### src/rtl/art_pkg.sv
// ============================================================================
// art_pkg - shared types and constants for the address region table
// Transaction structs, operation and status codes, default sizes.
// ============================================================================
package art_pkg;

    localparam int ART_MAX_REGIONS  = 16;
    localparam int ART_ADDRESS_BITS = 32;
    localparam int ART_QUEUE_DEPTH  = 2;

    localparam logic [1:0] OP_LOOKUP = 2'd0;
    localparam logic [1:0] OP_INSERT = 2'd1;
    localparam logic [1:0] OP_GAP    = 2'd2;
    localparam logic [1:0] OP_CLEAR  = 2'd3;

    localparam logic [2:0] ST_OK       = 3'd0;
    localparam logic [2:0] ST_NOTFOUND = 3'd1;
    localparam logic [2:0] ST_OVERLAP  = 3'd2;
    localparam logic [2:0] ST_FULL     = 3'd3;
    localparam logic [2:0] ST_OVERFLOW = 3'd4;

    typedef struct packed {
        logic [1:0]  operation;
        logic [31:0] address;
        logic [31:0] region_base;
        logic [31:0] region_size;
        logic [31:0] min_length;
        logic        search_high_first;
        logic        must_contain;
    } art_req_t;

    typedef struct packed {
        logic [2:0]  status;
        logic [3:0]  hit_index;
        logic [31:0] out_base;
        logic [31:0] out_length;
        logic [4:0]  region_count;
    } art_rsp_t;

endpackage

### src/rtl/art_front.sv
// ============================================================================
// art_front - request intake and classification
// Masks the request to the address width, flags window/region end overflow,
// precomputes the window end and hands the decoded command to a small queue.
// ============================================================================
module art_front
    import art_pkg::*;
#(
    parameter int ADDRESS_BITS = ART_ADDRESS_BITS,
    parameter int QDEPTH       = ART_QUEUE_DEPTH
)
(
    input  logic     clk,
    input  logic     rst_n,
    input  logic     push,
    output logic     full,
    input  art_req_t req,
    output logic     cmd_valid,
    input  logic     cmd_take,
    output logic [1:0]              cmd_op,
    output logic [ADDRESS_BITS-1:0] cmd_addr,
    output logic [ADDRESS_BITS-1:0] cmd_lo,
    output logic [ADDRESS_BITS-1:0] cmd_size,
    output logic [ADDRESS_BITS-1:0] cmd_hi,
    output logic [ADDRESS_BITS-1:0] cmd_minlen,
    output logic                    cmd_high,
    output logic                    cmd_contain,
    output logic                    cmd_ovf
);
    localparam int AW  = ADDRESS_BITS;
    localparam int PW  = (QDEPTH > 1) ? $clog2(QDEPTH) : 1;
    localparam int EW  = 5 * AW + 5;

    logic [EW-1:0] q_reg [QDEPTH];
    logic [PW-1:0] wp_reg, rp_reg;
    logic [PW:0]   cnt_reg;
    logic [AW-1:0] a, b, s, m;
    logic [AW:0]   sum;
    logic [EW-1:0] ent, head;
    logic          do_push, do_pop;

    // mask inputs to the address width
    always_comb
    begin
        a   = AW'({32'd0, req.address});
        b   = AW'({32'd0, req.region_base});
        s   = AW'({32'd0, req.region_size});
        m   = AW'({32'd0, req.min_length});
        sum = {1'b0, b} + {1'b0, s};
        ent = {req.operation, a, b, s, sum[AW-1:0], m,
               req.search_high_first, req.must_contain, sum[AW]};
    end

    assign full    = (cnt_reg == (PW+1)'(QDEPTH));
    assign do_push = push && !full;
    assign do_pop  = cmd_valid && cmd_take;
    assign cmd_valid = (cnt_reg != '0);
    assign head    = q_reg[rp_reg];
    assign {cmd_op, cmd_addr, cmd_lo, cmd_size, cmd_hi, cmd_minlen,
            cmd_high, cmd_contain, cmd_ovf} = head;

    // command queue storage
    always_ff @(posedge clk)
    begin
        if (do_push)
        begin
            q_reg[wp_reg] <= ent;
        end
    end

    // queue pointers
    always_ff @(posedge clk or negedge rst_n)
    begin
        if (!rst_n)
        begin
            wp_reg  <= '0;
            rp_reg  <= '0;
            cnt_reg <= '0;
        end
        else
        begin
            if (do_push)
            begin
                wp_reg <= (wp_reg == PW'(QDEPTH-1)) ? '0 : wp_reg + 1'b1;
            end
            if (do_pop)
            begin
                rp_reg <= (rp_reg == PW'(QDEPTH-1)) ? '0 : rp_reg + 1'b1;
            end
            cnt_reg <= cnt_reg + (PW+1)'(do_push) - (PW+1)'(do_pop);
        end
    end
endmodule

### src/rtl/art_back.sv
// ============================================================================
// art_back - table store and command sequencer
// Walks the sorted table one entry at a time for lookup, insert placement and
// gap search, shifts entries up one per cycle on insert, and holds the result
// in an output register.
// ============================================================================
module art_back
    import art_pkg::*;
#(
    parameter int MAX_REGIONS  = ART_MAX_REGIONS,
    parameter int ADDRESS_BITS = ART_ADDRESS_BITS
)
(
    input  logic clk,
    input  logic rst_n,
    input  logic cmd_valid,
    output logic cmd_take,
    input  logic [1:0]              cmd_op,
    input  logic [ADDRESS_BITS-1:0] cmd_addr,
    input  logic [ADDRESS_BITS-1:0] cmd_lo,
    input  logic [ADDRESS_BITS-1:0] cmd_size,
    input  logic [ADDRESS_BITS-1:0] cmd_hi,
    input  logic [ADDRESS_BITS-1:0] cmd_minlen,
    input  logic                    cmd_high,
    input  logic                    cmd_contain,
    input  logic                    cmd_ovf,
    output logic     empty,
    input  logic     pop,
    output art_rsp_t rsp
);
    localparam int AW = ADDRESS_BITS;
    localparam int IW = $clog2(MAX_REGIONS);
    localparam int CW = IW + 1;

    localparam logic [2:0] S_IDLE  = 3'd0;
    localparam logic [2:0] S_READ  = 3'd1;
    localparam logic [2:0] S_EVAL  = 3'd2;
    localparam logic [2:0] S_SHIFT = 3'd3;
    localparam logic [2:0] S_DONE  = 3'd4;
    localparam logic [2:0] S_LAST  = 3'd5;

    logic [AW-1:0] base_mem [MAX_REGIONS];
    logic [AW-1:0] size_mem [MAX_REGIONS];

    logic [2:0]    state_reg, state_next;
    logic [CW-1:0] count_reg, count_next;
    logic [CW-1:0] i_reg, i_next;
    logic [AW-1:0] rb_reg, rs_reg;
    logic [AW-1:0] cur_reg, cur_next;   // lo (ascending) or hi (descending)
    logic [1:0]    op_reg;
    logic [AW-1:0] addr_reg, lob_reg, hib_reg, min_reg, nb_reg, ns_reg;
    logic          high_reg, contain_reg;
    logic          out_v_reg;
    art_rsp_t      out_reg, out_next;
    logic          finish;
    logic [CW-1:0] rd_idx;
    logic          wr_en;
    logic [IW-1:0] wr_idx;
    logic [AW-1:0] wr_b, wr_s;

    logic [AW-1:0] rend;
    logic [AW-1:0] gb, ge, glen;
    logic          gok;

    assign empty    = !out_v_reg;
    assign rsp      = out_reg;
    assign cmd_take = (state_reg == S_IDLE) && cmd_valid && !out_v_reg;
    assign rend     = rb_reg + rs_reg;

    // candidate gap [gb, ge) from the current walk position
    always_comb
    begin
        gb = lob_reg;
        ge = hib_reg;
        if (state_reg == S_LAST)
        begin
            if (!high_reg)
            begin
                gb = (cur_reg > lob_reg) ? cur_reg : lob_reg;
            end
            else
            begin
                ge = (cur_reg < hib_reg) ? cur_reg : hib_reg;
            end
        end
        else if (!high_reg)
        begin
            gb = (cur_reg > lob_reg) ? cur_reg : lob_reg;
            ge = (rb_reg < hib_reg) ? rb_reg : hib_reg;
        end
        else
        begin
            gb = (rend > lob_reg) ? rend : lob_reg;
            ge = (cur_reg < hib_reg) ? cur_reg : hib_reg;
        end
        glen = ge - gb;
        gok  = (glen >= min_reg) &&
               (!contain_reg || ((gb <= addr_reg) && ((addr_reg - gb) < glen)));
    end

    // sequencer
    always_comb
    begin
        state_next = state_reg;
        count_next = count_reg;
        i_next     = i_reg;
        cur_next   = cur_reg;
        out_next   = out_reg;
        finish     = 1'b0;
        rd_idx     = i_reg;
        wr_en      = 1'b0;
        wr_idx     = i_reg[IW-1:0];
        wr_b       = nb_reg;
        wr_s       = ns_reg;
        case (state_reg)
            S_IDLE:
            begin
                out_next = '0;
                out_next.status = ST_NOTFOUND;
                if (cmd_take)
                begin
                    state_next = S_READ;
                    i_next     = (cmd_op == OP_GAP && cmd_high) ? count_reg - 1'b1 : '0;
                    cur_next   = (cmd_high) ? cmd_hi : cmd_lo;
                    case (cmd_op)
                        OP_CLEAR:
                        begin
                            count_next      = '0;
                            out_next.status = ST_OK;
                            finish          = 1'b1;
                        end
                        OP_INSERT, OP_GAP:
                        begin
                            if (cmd_ovf)
                            begin
                                out_next.status = ST_OVERFLOW;
                                finish          = 1'b1;
                            end
                            else if (cmd_op == OP_GAP && count_reg == '0)
                            begin
                                if (cmd_size >= cmd_minlen)
                                begin
                                    out_next.status     = ST_OK;
                                    out_next.out_base   = 32'(cmd_lo);
                                    out_next.out_length = 32'(cmd_size);
                                end
                                finish = 1'b1;
                            end
                            else if (count_reg == '0)
                            begin
                                state_next = S_DONE;
                            end
                        end
                        default:
                        begin
                            if (count_reg == '0)
                            begin
                                finish = 1'b1;
                            end
                        end
                    endcase
                    if (finish)
                    begin
                        state_next = S_IDLE;
                    end
                    rd_idx = (cmd_op == OP_GAP && cmd_high) ? count_reg - 1'b1 : '0;
                end
            end
            S_READ:
            begin
                state_next = S_EVAL;
            end
            S_EVAL:
            begin
                case (op_reg)
                    OP_LOOKUP:
                    begin
                        if (rb_reg <= addr_reg && (addr_reg - rb_reg) < rs_reg)
                        begin
                            out_next.status       = ST_OK;
                            out_next.hit_index    = 4'(i_reg);
                            out_next.out_base     = 32'(rb_reg);
                            out_next.out_length   = 32'(rs_reg);
                            finish = 1'b1;
                        end
                        else if (i_reg + 1'b1 == count_reg)
                        begin
                            finish = 1'b1;
                        end
                    end
                    OP_INSERT:
                    begin
                        if (nb_reg < rb_reg)
                        begin
                            if (nb_reg + ns_reg > rb_reg)
                            begin
                                out_next.status = ST_OVERLAP;
                                finish = 1'b1;
                            end
                            else
                            begin
                                state_next = S_DONE;
                            end
                        end
                        else if (nb_reg < rend)
                        begin
                            out_next.status = ST_OVERLAP;
                            finish = 1'b1;
                        end
                        else if (i_reg + 1'b1 == count_reg)
                        begin
                            i_next     = i_reg + 1'b1;
                            state_next = S_DONE;
                        end
                    end
                    default:
                    begin
                        if (!high_reg)
                        begin
                            if (rb_reg > lob_reg && rb_reg > cur_reg && gok)
                            begin
                                out_next.status     = ST_OK;
                                out_next.out_base   = 32'(gb);
                                out_next.out_length = 32'(glen);
                                finish = 1'b1;
                            end
                            else
                            begin
                                cur_next = rend;
                                if (rend >= hib_reg)
                                begin
                                    finish = 1'b1;
                                end
                                else if (i_reg + 1'b1 == count_reg)
                                begin
                                    state_next = S_LAST;
                                end
                            end
                        end
                        else
                        begin
                            if (rend < hib_reg && cur_reg > rend && gok)
                            begin
                                out_next.status     = ST_OK;
                                out_next.out_base   = 32'(gb);
                                out_next.out_length = 32'(glen);
                                finish = 1'b1;
                            end
                            else
                            begin
                                cur_next = rb_reg;
                                if (rb_reg <= lob_reg)
                                begin
                                    finish = 1'b1;
                                end
                                else if (i_reg == '0)
                                begin
                                    state_next = S_LAST;
                                end
                            end
                        end
                    end
                endcase
                if (finish)
                begin
                    state_next = S_IDLE;
                end
                else if (state_next == S_EVAL)
                begin
                    state_next = S_READ;
                    i_next     = (op_reg == OP_GAP && high_reg) ? i_reg - 1'b1 : i_reg + 1'b1;
                    rd_idx     = i_next;
                end
            end
            S_LAST:
            begin
                if (gok)
                begin
                    out_next.status     = ST_OK;
                    out_next.out_base   = 32'(gb);
                    out_next.out_length = 32'(glen);
                end
                finish     = 1'b1;
                state_next = S_IDLE;
            end
            S_DONE:
            begin
                // insert position found in i_reg
                if (count_reg == CW'(MAX_REGIONS))
                begin
                    out_next.status = ST_FULL;
                    finish     = 1'b1;
                    state_next = S_IDLE;
                end
                else if (count_reg == i_reg)
                begin
                    // append: nothing to move
                    state_next = S_SHIFT;
                    cur_next   = AW'(i_reg);
                end
                else
                begin
                    state_next = S_SHIFT;
                    i_next     = count_reg;
                    rd_idx     = count_reg - 1'b1;
                    cur_next   = AW'(i_reg);
                end
            end
            S_SHIFT:
            begin
                // move entries up one per cycle, then place the new region
                if (i_reg == cur_reg[CW-1:0])
                begin
                    wr_en  = 1'b1;
                    wr_idx = i_reg[IW-1:0];
                    wr_b   = nb_reg;
                    wr_s   = ns_reg;
                    out_next.status     = ST_OK;
                    out_next.hit_index  = 4'(i_reg);
                    out_next.out_base   = 32'(nb_reg);
                    out_next.out_length = 32'(ns_reg);
                    count_next = count_reg + 1'b1;
                    finish     = 1'b1;
                    state_next = S_IDLE;
                end
                else
                begin
                    wr_en  = 1'b1;
                    wr_idx = i_reg[IW-1:0];
                    wr_b   = rb_reg;
                    wr_s   = rs_reg;
                    i_next = i_reg - 1'b1;
                    rd_idx = i_reg - 2'd2;
                end
            end
            default:
            begin
                state_next = S_IDLE;
            end
        endcase
        out_next.region_count = 5'(count_next);
    end

    // table memory: one write, one registered read
    always_ff @(posedge clk)
    begin
        if (wr_en)
        begin
            base_mem[wr_idx] <= wr_b;
            size_mem[wr_idx] <= wr_s;
        end
        rb_reg <= base_mem[rd_idx[IW-1:0]];
        rs_reg <= size_mem[rd_idx[IW-1:0]];
    end

    // command capture; the result register starts from not-found on take
    always_ff @(posedge clk)
    begin
        if (cmd_take)
        begin
            op_reg      <= cmd_op;
            addr_reg    <= cmd_addr;
            lob_reg     <= cmd_lo;
            hib_reg     <= cmd_hi;
            min_reg     <= cmd_minlen;
            high_reg    <= cmd_high;
            contain_reg <= cmd_contain;
            nb_reg      <= cmd_lo;
            ns_reg      <= cmd_size;
        end
        cur_reg <= cur_next;
        if (finish || cmd_take)
        begin
            out_reg <= out_next;
        end
    end

    // control state
    always_ff @(posedge clk or negedge rst_n)
    begin
        if (!rst_n)
        begin
            state_reg <= S_IDLE;
            count_reg <= '0;
            i_reg     <= '0;
            out_v_reg <= 1'b0;
        end
        else
        begin
            state_reg <= state_next;
            count_reg <= count_next;
            i_reg     <= i_next;
            if (finish)
            begin
                out_v_reg <= 1'b1;
            end
            else if (pop)
            begin
                out_v_reg <= 1'b0;
            end
        end
    end
endmodule

### src/rtl/address_region_table_core.sv
// ============================================================================
// address_region_table_core - sorted address region table with gap search
// Front end decodes and queues requests; back end owns the table and runs
// lookup, ordered insert, windowed gap search and clear.
// ============================================================================
//  channel   | handshake          | payload
//  request   | push / full        | req (art_req_t)
//  response  | empty / pop        | rsp (art_rsp_t)
//
//  Clear and early rejects finish in the take cycle; lookup and gap search
//  visit each entry as a registered read, then a compare, gap search adding
//  a final step for the gap past the last region visited. Insert walks to its
//  slot the same way, checks capacity, moves one entry per cycle, then places.
//  Reset empties the table; contents are not cleared. A held response stalls
//  the back end, the two-entry front queue keeps accepting meanwhile.
module address_region_table_core
    import art_pkg::*;
#(
    parameter int MAX_REGIONS  = ART_MAX_REGIONS,
    parameter int ADDRESS_BITS = ART_ADDRESS_BITS
)
(
    input  logic     clk,
    input  logic     rst_n,
    input  logic     push,
    output logic     full,
    input  art_req_t req,
    output logic     empty,
    input  logic     pop,
    output art_rsp_t rsp
);
    localparam int AW = ADDRESS_BITS;

    logic          cmd_valid, cmd_take, cmd_high, cmd_contain, cmd_ovf;
    logic [1:0]    cmd_op;
    logic [AW-1:0] cmd_addr, cmd_lo, cmd_size, cmd_hi, cmd_minlen;

    art_front #(.ADDRESS_BITS(ADDRESS_BITS)) u_front (
        .clk(clk), .rst_n(rst_n), .push(push), .full(full), .req(req),
        .cmd_valid(cmd_valid), .cmd_take(cmd_take), .cmd_op(cmd_op),
        .cmd_addr(cmd_addr), .cmd_lo(cmd_lo), .cmd_size(cmd_size),
        .cmd_hi(cmd_hi), .cmd_minlen(cmd_minlen), .cmd_high(cmd_high),
        .cmd_contain(cmd_contain), .cmd_ovf(cmd_ovf)
    );

    art_back #(.MAX_REGIONS(MAX_REGIONS), .ADDRESS_BITS(ADDRESS_BITS)) u_back (
        .clk(clk), .rst_n(rst_n), .cmd_valid(cmd_valid), .cmd_take(cmd_take),
        .cmd_op(cmd_op), .cmd_addr(cmd_addr), .cmd_lo(cmd_lo),
        .cmd_size(cmd_size), .cmd_hi(cmd_hi), .cmd_minlen(cmd_minlen),
        .cmd_high(cmd_high), .cmd_contain(cmd_contain), .cmd_ovf(cmd_ovf),
        .empty(empty), .pop(pop), .rsp(rsp)
    );

`ifndef SYNTHESIS
    // region count never exceeds capacity
    a_count_max: assert property (@(posedge clk) disable iff (!rst_n)
        !empty |-> rsp.region_count <= 5'(MAX_REGIONS))
        else $error("region count above capacity");
    // failed results carry zero payload
    a_fail_zero: assert property (@(posedge clk) disable iff (!rst_n)
        (!empty && rsp.status != ST_OK) |-> (rsp.out_base == '0 && rsp.hit_index == '0))
        else $error("failure with payload");
    // a waiting response holds until popped
    a_rsp_hold: assert property (@(posedge clk) disable iff (!rst_n)
        (!empty && !pop) |=> (!empty && $stable(rsp)))
        else $error("response changed while waiting");
`endif
endmodule
### config.mk
export PLATFORM = sky130hd
export DESIGN_NAME = address_region_table_core
export DESIGN_NICKNAME = d
export VERILOG_FILES = /design/src/rtl/art_pkg.sv /design/src/rtl/art_front.sv /design/src/rtl/art_back.sv /design/src/rtl/address_region_table_core.sv
export SDC_FILE = /design/constraint.sdc
export NUM_CORES = 2
export LEC_CHECK = 0
export BUFFER_PORTS_ARGS = -buffer_cell sky130_fd_sc_hd__clkbuf_2
export CORE_UTILIZATION = 40
export DETAILED_ROUTE_END_ITERATION = 8
export GPL_ROUTABILITY_DRIVEN = 0
export PLACE_DENSITY = 0.66
export REMOVE_ABC_BUFFERS = 1
export SYNTH_ARGS = -nofsm -noshare
export SYNTH_HDL_FRONTEND = slang
export SYNTH_HIERARCHICAL = 1
export SYNTH_SLANG_ARGS = --single-unit
### constraint.sdc
create_clock -name clk -period 13.5 [get_ports clk]
set_input_delay 2.7 -clock clk [delete_from_list [all_inputs] [get_ports clk]]
set_output_delay 2.7 -clock clk [all_outputs]
set_load 0.01 [all_outputs]
# Word level (Yosys, flattened, before mapping)
# Memories as Yosys holds them, arrays and structs flattened. A register that Yosys moved wholly into a read port is not among the register bits.
# Cells that the tools add are included.
word_totals:
  reg_bits: 290
  out_inout_bits: 78
  memories: 3
  word_cells: 262
  in_bits: 136
  mem_bits_rw: 1354
classes:
  n_lt_le_gt_ge: 19
  reduce_logical: 38
  eq_ne: 36
  n_mux: 130
  add_sub_neg: 15
memory_table:
  columns: ["name", "depth", "width", "read_ports", "rd_clocked_by_memory_dff", "wr", "line", "rtl"]
  rows:
  - ["u_back.base_mem", 16, 32, 1, 1, 1, "art_back.sv:42", "logic [AW-1:0] base_mem [MAX_REGIONS];"]
  - ["u_back.size_mem", 16, 32, 1, 1, 1, "art_back.sv:43", "logic [AW-1:0] size_mem [MAX_REGIONS];"]
  - ["u_front.q_reg", 2, 165, 1, 0, 1, "art_front.sv:34", "logic [EW-1:0] q_reg [QDEPTH];"]
ops:
  columns: ["operator", "n"]
  rows:
  - ["32-bit two-way mux", 21]
  - ["64-bit two-way mux", 9]
  - ["64-bit case mux with 4 select lines", 1]
  - ["32-bit less-than comparator", 7]
  - ["32-bit > comparator", 6]
  - ["71-bit two-way mux", 2]
  - ["64-bit case mux with 2 select lines", 1]
  - ["32-bit >= comparator", 3]
  - ["32-bit less-or-equal comparator", 3]
  - ["3-bit two-way mux", 32]
  - ["32-bit case mux with 3 select lines", 1]
  - ["32-bit subtractor", 3]
  - ["5-bit two-way mux", 15]
  - ["32-bit adder", 2]
  - ["32-bit by 32-bit adder with 33-bit output", 1]
  - ["3-bit case mux with 5 select lines", 2]
  - ["1-bit two-way mux", 29]
  - ["4-bit two-way mux", 6]
  - ["5-bit case mux with 4 select lines", 1]
  - ["3-bit case mux with 2 select lines", 3]
  - ["4-bit case mux with 4 select lines", 1]
  - ["5-bit equality test", 3]
  - ["1-bit logical AND", 14]
  - ["2-bit != test (second input constant)", 6]
  - ["other kinds (40)", 66]

# Logic depth before layout (Yosys ltp)
depth:
  depth_word: 19
  depth_mapped: 65
  mapped_depth_nobuf: 61

# Cells and area by module
# The synthesis kept the hierarchy.
modules_own_cells:
  columns: ["mod", "area_per_inst_um2", "n_inst", "cells_each", "seq_area_each_um2"]
  rows:
  - ["art_back", 74493.9, 1, 5955, 40548.9]
  - ["art_front", 13688.1, 1, 763, 10009.6]

# Least setup slack after synthesis
# Ideal clock, no wire load.
synth_timing:
  kind: "register -> register"
  start: "register u_back.rb_reg[0], read port of u_back.base_mem"
  end: "register u_back.out_reg (netlist bit u_back/rsp[10]) (enable)"
  path_slack_ns: -0.157
  arrival_time_ns: 13.228
  n_path_buf: 1
  period_less_slack_ns: 13.657
  required_time_ns: 13.070
  stages_incl_launch_ff: 59
  setup_time_ns: 0.430
  path_cell_list: "dfxtp_1 -> ha_1 -> fa_1 -> a211oi_2 -> nor4_1 -> or4_4 -> nand3_1 -> a2111oi_0 -> o21ai_0 -> a21oi_1 -> nor4_1 -> nor4_1 -> a2111oi_0 -> o21bai_1 -> a21oi_1 -> xnor2_1 -> inv_1 -> ha_1 -> [... 23 more ...] -> a21oi_1 -> xor2_1 -> xnor2_1 -> inv_1 -> ha_1 -> nand3_1 -> nor2_1 -> nand2_1 -> or3_1 -> a221oi_1 -> o21ai_0 -> nor3_2 -> a21oi_1 -> o31ai_2 -> a211oi_1 -> nand2_1 -> o211a_1 -> and4b_1"
synth_via:
  elab_chain_cells: 18
  word_cells_on_any_way: 52
  classes_between: "add/sub: 4; order compare: 16; eq/ne: 4; mux: 18; reduce/logical: 10"
synth_rtl:
  columns: ["element", "line", "rtl"]
  rows:
  - ["from (decl)", "art_back.sv:48", "logic [AW-1:0] rb_reg, rs_reg;"]
  - ["32-bit adder", "art_back.sv:68", "assign rend = rb_reg + rs_reg;"]
  - ["32-bit > comparator", "art_back.sv:93", "gb = (rend > lob_reg) ? rend : lob_reg;"]
  - ["32-bit two-way mux", "art_back.sv:93", null]
  - ["32-bit two-way mux", "art_back.sv:86", "else if (!high_reg)"]
  - ["32-bit two-way mux", "art_back.sv:75", "if (state_reg == S_LAST)"]
  - ["32-bit subtractor (on tied branches)", "art_back.sv:98, art_back.sv:96", null]
  - ["32-bit less-than comparator", "art_back.sv:98", "(!contain_reg || ((gb <= addr_reg) && ((addr_reg - gb) < glen)));"]
  - ["1-bit logical AND", "art_back.sv:98", null]
  - ["[... 2 more ...]", null, null]
  - ["1-bit logical AND (on tied branches)", "art_back.sv:220, art_back.sv:242", null]
  - ["1-bit two-way mux (on tied branches)", "art_back.sv:220, art_back.sv:242", null]
  - ["1-bit two-way mux", "art_back.sv:218", "if (!high_reg)"]
  - ["1-bit case mux with 2 select lines", "art_back.sv:175", "case (op_reg)"]
  - ["1-bit two-way mux", "art_back.sv:115", "case (state_reg)"]
  - ["1-bit case mux with 5 select lines", "art_back.sv:115", null]
  - ["1-bit logical OR", "art_back.sv:372", "if (finish || cmd_take)"]
  - ["8-bit AND reduction (no source line) *", null, null]
  - ["to (signal assigned)", "art_back.sv:374", "out_reg <= out_next;"]
  - ["to (decl)", "art_back.sv:54", "art_rsp_t out_reg, out_next;"]
# Mark *: on every way between the ends. The rest lies on a longest branch, timed or not. The select of a mux whose other input is x is not followed.
# A chain may end at the register's enable or synchronous reset.

# Worst setup path in the final report
layout_timing:
  start: "register u_back.rs_reg[0], read port of u_back.size_mem"
  end: "register u_back.rb_reg[1], read port of u_back.base_mem"
layout_via:
  elab_chain_cells: 19
  word_cells_on_any_way: 43
  classes_between: "add/sub: 3; order compare: 9; eq/ne: 1; mux: 23; reduce/logical: 7"
layout_rtl:
  columns: ["element", "line", "rtl"]
  rows:
  - ["from (decl)", "art_back.sv:48", null]
  - ["32-bit adder", "art_back.sv:68", null]
  - ["32-bit > comparator", "art_back.sv:93", null]
  - ["32-bit two-way mux", "art_back.sv:93", null]
  - ["32-bit two-way mux", "art_back.sv:86", null]
  - ["32-bit two-way mux", "art_back.sv:75", null]
  - ["32-bit subtractor (on tied branches)", "art_back.sv:98, art_back.sv:96", null]
  - ["32-bit less-than comparator", "art_back.sv:98", null]
  - ["1-bit logical AND", "art_back.sv:98", null]
  - ["[... 3 more ...]", null, null]
  - ["3-bit two-way mux (on tied branches)", "art_back.sv:220, art_back.sv:242", null]
  - ["3-bit two-way mux", "art_back.sv:218", null]
  - ["3-bit case mux with 2 select lines", "art_back.sv:175", null]
  - ["3-bit two-way mux", "art_back.sv:115", null]
  - ["3-bit by 2-bit equality test with 1-bit output", "art_back.sv:268", "else if (state_next == S_EVAL)"]
  - ["4-bit two-way mux", "art_back.sv:268", null]
  - ["4-bit two-way mux *", "art_back.sv:264", "if (finish)"]
  - ["4-bit case mux with 4 select lines *", "art_back.sv:115", null]
# Marks and branches as above.

==> results by group <==
Run status
  • Status: finished, violations left
  • Failing checks: negative setup slack

Timing
  • Clk_skew: a little under 0.06 ns
  • Final critical-path setup slack: -0.0209 ns
  • Pins Over Slew Limit: 0
  • Period minus WS final: 13.52 ns
  • Slew headroom: 0.182
  • Setup TNS: -0.0384 ns
  • RSZ-0062 raised after global routing: true
  • FMAX: 74.0 MHz
  • Least-Margin Pin Slew: 1.22 ns
  • Final worst-path cycle share: 1.00
  • Final Hold Viols: 0
  • Final setup vio count: 4

Die
  • Die H: 472 microns
  • Die area: 0.222 sq mm
  • Core ar.: between 0.2 and 0.25 sq mm
  • # rows: roughly 170
  • # IOs: 214
  • Initial Utilization: 0.404
  • Die width: 472 microns

Setup path
  • Startpoint type of the worst setup path: flop
  • Critical path launch point: u_back/rs_reg[0]
  • CP required: roughly 14 ns
  • Critical path data arrival time: 14.21 ns
  • Crit path kind: reg -> reg
  • Crit end category: flop
  • CP max-delay cell: or4_4
  • Worst r2r src: u_back/rs_reg[0]
  • Worst-path maximum fanout: 10
  • Critical path buffers and inverters: 11
  • Crit-path leading delay family: compound AO/OA/AOI/OAI gates
  • CP max stage delay: 0.54 ns
  • Setup slack, reg-to-reg: -0.02 ns

Placed design
  • Hpwl dp: about 180000 microns
  • IO buf count: between 200 and 250
  • Area after DPL: 0.0962 sq mm
  • Post-Place Setup Slack: -1.12 ns

Route
  • # DRC: 0
  • Vias: 59700
  • DR iter-0 viols: 6400
  • Vias per cell: 5.74
  • Avg WL per Cell: 25.2 microns
  • DRT Wirelength: 263000 microns
  • Initial DRT Pass Iterations: 8
  • ANT nets after route: 0

Hold path
  • Worst hold-check path type: reg -> reg
  • Hold_sp: u_front/q_reg[0][141]

Yosys
  • Flops & latches, synth: 1708
  • Synth Area per Inst: 13.1 sq um
  • Yosys cell types: between 90 and 100
  • Synth Instances: ~6700
  • Yosys warns: 6
  • Top_reg_cell synth: edfxtp_1
  • Asr flop ratio synth: 0.0105
  • Mapped cell area: 0.0882 sq mm
  • Sequential element share of the synthesized area: 0.573
  • Post-synth EDFFs: 1626

Clock network
  • Count of hold-fix buffers inserted at cts: 0
  • CTS Root Cell: clkbuf_16
  • CTS HTree Levels: 4
  • TritonCTS Buffers: between 150 and 200
  • Clk buf depth: 3
  • CTS tree: done
  • Reg clk slew, reported paths: 0.07 ns
  • # clock sinks: 1708
  • Clock latency on the worst-skew pair: 0.86 ns

Global routing
  • Grt ovf: 0
  • Initial antenna violation count: 6
  • Vias in the first global route: 58900
  • Met3 Use GR: 0.0360
  • Met2 Use GR: 0.364
  • First-pass GRT wire length: 377000 microns
  • Met1 GRT Util: 0.301
  • Most Used Layer, Global Route: met2
  • Largest net degree at the start of global routing: roughly 130
  • GRT Overall Usage: 0.227

Finish
  • Multi-input logic area: 0.0357 sq mm
  • Final net count: a little over 8000
  • Fillers: between 15000 and 20000
  • Post-Layout Inst Area: between 0.1 and 0.15 sq mm
  • FF+latch area: about 0.05 sq mm
  • Share of layout cells above drive strength 1: 0.179
  • Area added between synthesis and finish: 17.4%

Run
  • Max-cap violations: 0
[stage by stage]
| stage | utilization | cells | hold slack (ns) |
|---|---|---|---|
| finish | 0.475 | 10400 | 0.503 |
| floorplan | - | 6458 | 0.460 |
| detailed placement | 0.441 | 10000 | 0.492 |
| CTS | 0.469 | 10400 | 0.506 |
| global placement | 0.441 | 10000 | 0.480 |
| global route | 0.475 | 10400 | 0.537 |
[repair_timing]
action | in CTS | in global routing
endpoints found under the setup margin | 145 | 144
cloned | 2 | 20
setup buffers | 13 | 27
pin swaps | 27 | 43
resized for setup | 55 | 128
[layer usage]
metal  vias up  routed length (microns)
met5         -                       26
met4         4                    13700
met3       526                    19800
met2      2489                   121000
met1     29600                   109000
li1      27000                        -
[cells in the mapped netlist (61+ instances only)]
cell / number / area (sq um)
nand3_1: 76 / 380
mux2_2: 168 / 1890
buf_2: 62 / 310
dfxtp_1: 64 / 1280
ha_1: 609 / 7620
nor3_1: 61 / 305
inv_1: 361 / 1360
nor2_1: 289 / 1080
o211ai_1: 87 / 653
clkbuf_1: 151 / 567
edfxtp_1: 1626 / 48800
nand4_1: 84 / 526
o21ai_0: 299 / 1500
nand2_1: 372 / 1400
a211oi_1: 66 / 495
a21o_1: 137 / 1030
xor2_1: 66 / 578
mux2i_1: 1009 / 10100
xnor2_1: 127 / 1110
nor2b_1: 62 / 388
a21oi_1: 345 / 1730
[placed cells by master, fill, tap and decap left out, types with 55 or more instances in the layout]
| cell type | instances |
|---|---|
| nor2b_1 | 60 |
| edfxtp_1 | 1626 |
| clkbuf_16 | 183 |
| xor2_1 | 66 |
| mux2i_1 | 991 |
| mux2_2 | 168 |
| nor2_1 | 283 |
| clkbuf_2 | 213 |
| xnor2_1 | 127 |
| nand4_1 | 84 |
| nand2_1 | 368 |
| o21ai_0 | 281 |
| a21o_1 | 137 |
| inv_1 | 359 |
| buf_4 | 453 |
| o211ai_1 | 87 |
| dfxtp_1 | 60 |
| a21oi_1 | 332 |
| nor3_1 | 58 |
| a222oi_1 | 55 |
| ha_1 | 604 |
| a211oi_1 | 63 |
| nand3_1 | 73 |
[worst paths after layout]
| kind | depth (start not counted) | endpoint |
|---|---|---|
| min in group asynchronous | 1 | u_back/i_reg[1] |
| max | 67 | u_back/rb_reg[1] |
| min | 1 | u_back/addr_reg[10] |
| max in group asynchronous | 1 | u_front/rp_reg |
| max reg2reg | 67 | u_back/rb_reg[1] |
| min reg2reg | 1 | u_back/addr_reg[10] |
[cell type report]
type	instances	share of cell area
tap	2854	0.0345
antenna	4	0.0000966
clock inverter	103	0.0122
clock buffer	210	0.0428
sequential	1708	0.488
timing repair buffer	779	0.0642
multi-input combinational	4385	0.345
inverter	365	0.0133
[cells by family after synthesis]
logic type / count (synthesis) / synth area share
flops: 1708 / 0.573
simple gates: 1097 / 0.0580
mux: 1178 / 0.136
fa+ha+maj: 615 / 0.0878
buf+inv: 625 / 0.0297
xor+xnor: 193 / 0.0192
compound gates: 1302 / 0.0958
Power is not shown: default switching activity piles up to over one toggle a cycle in this logic, so the estimate is an artifact.
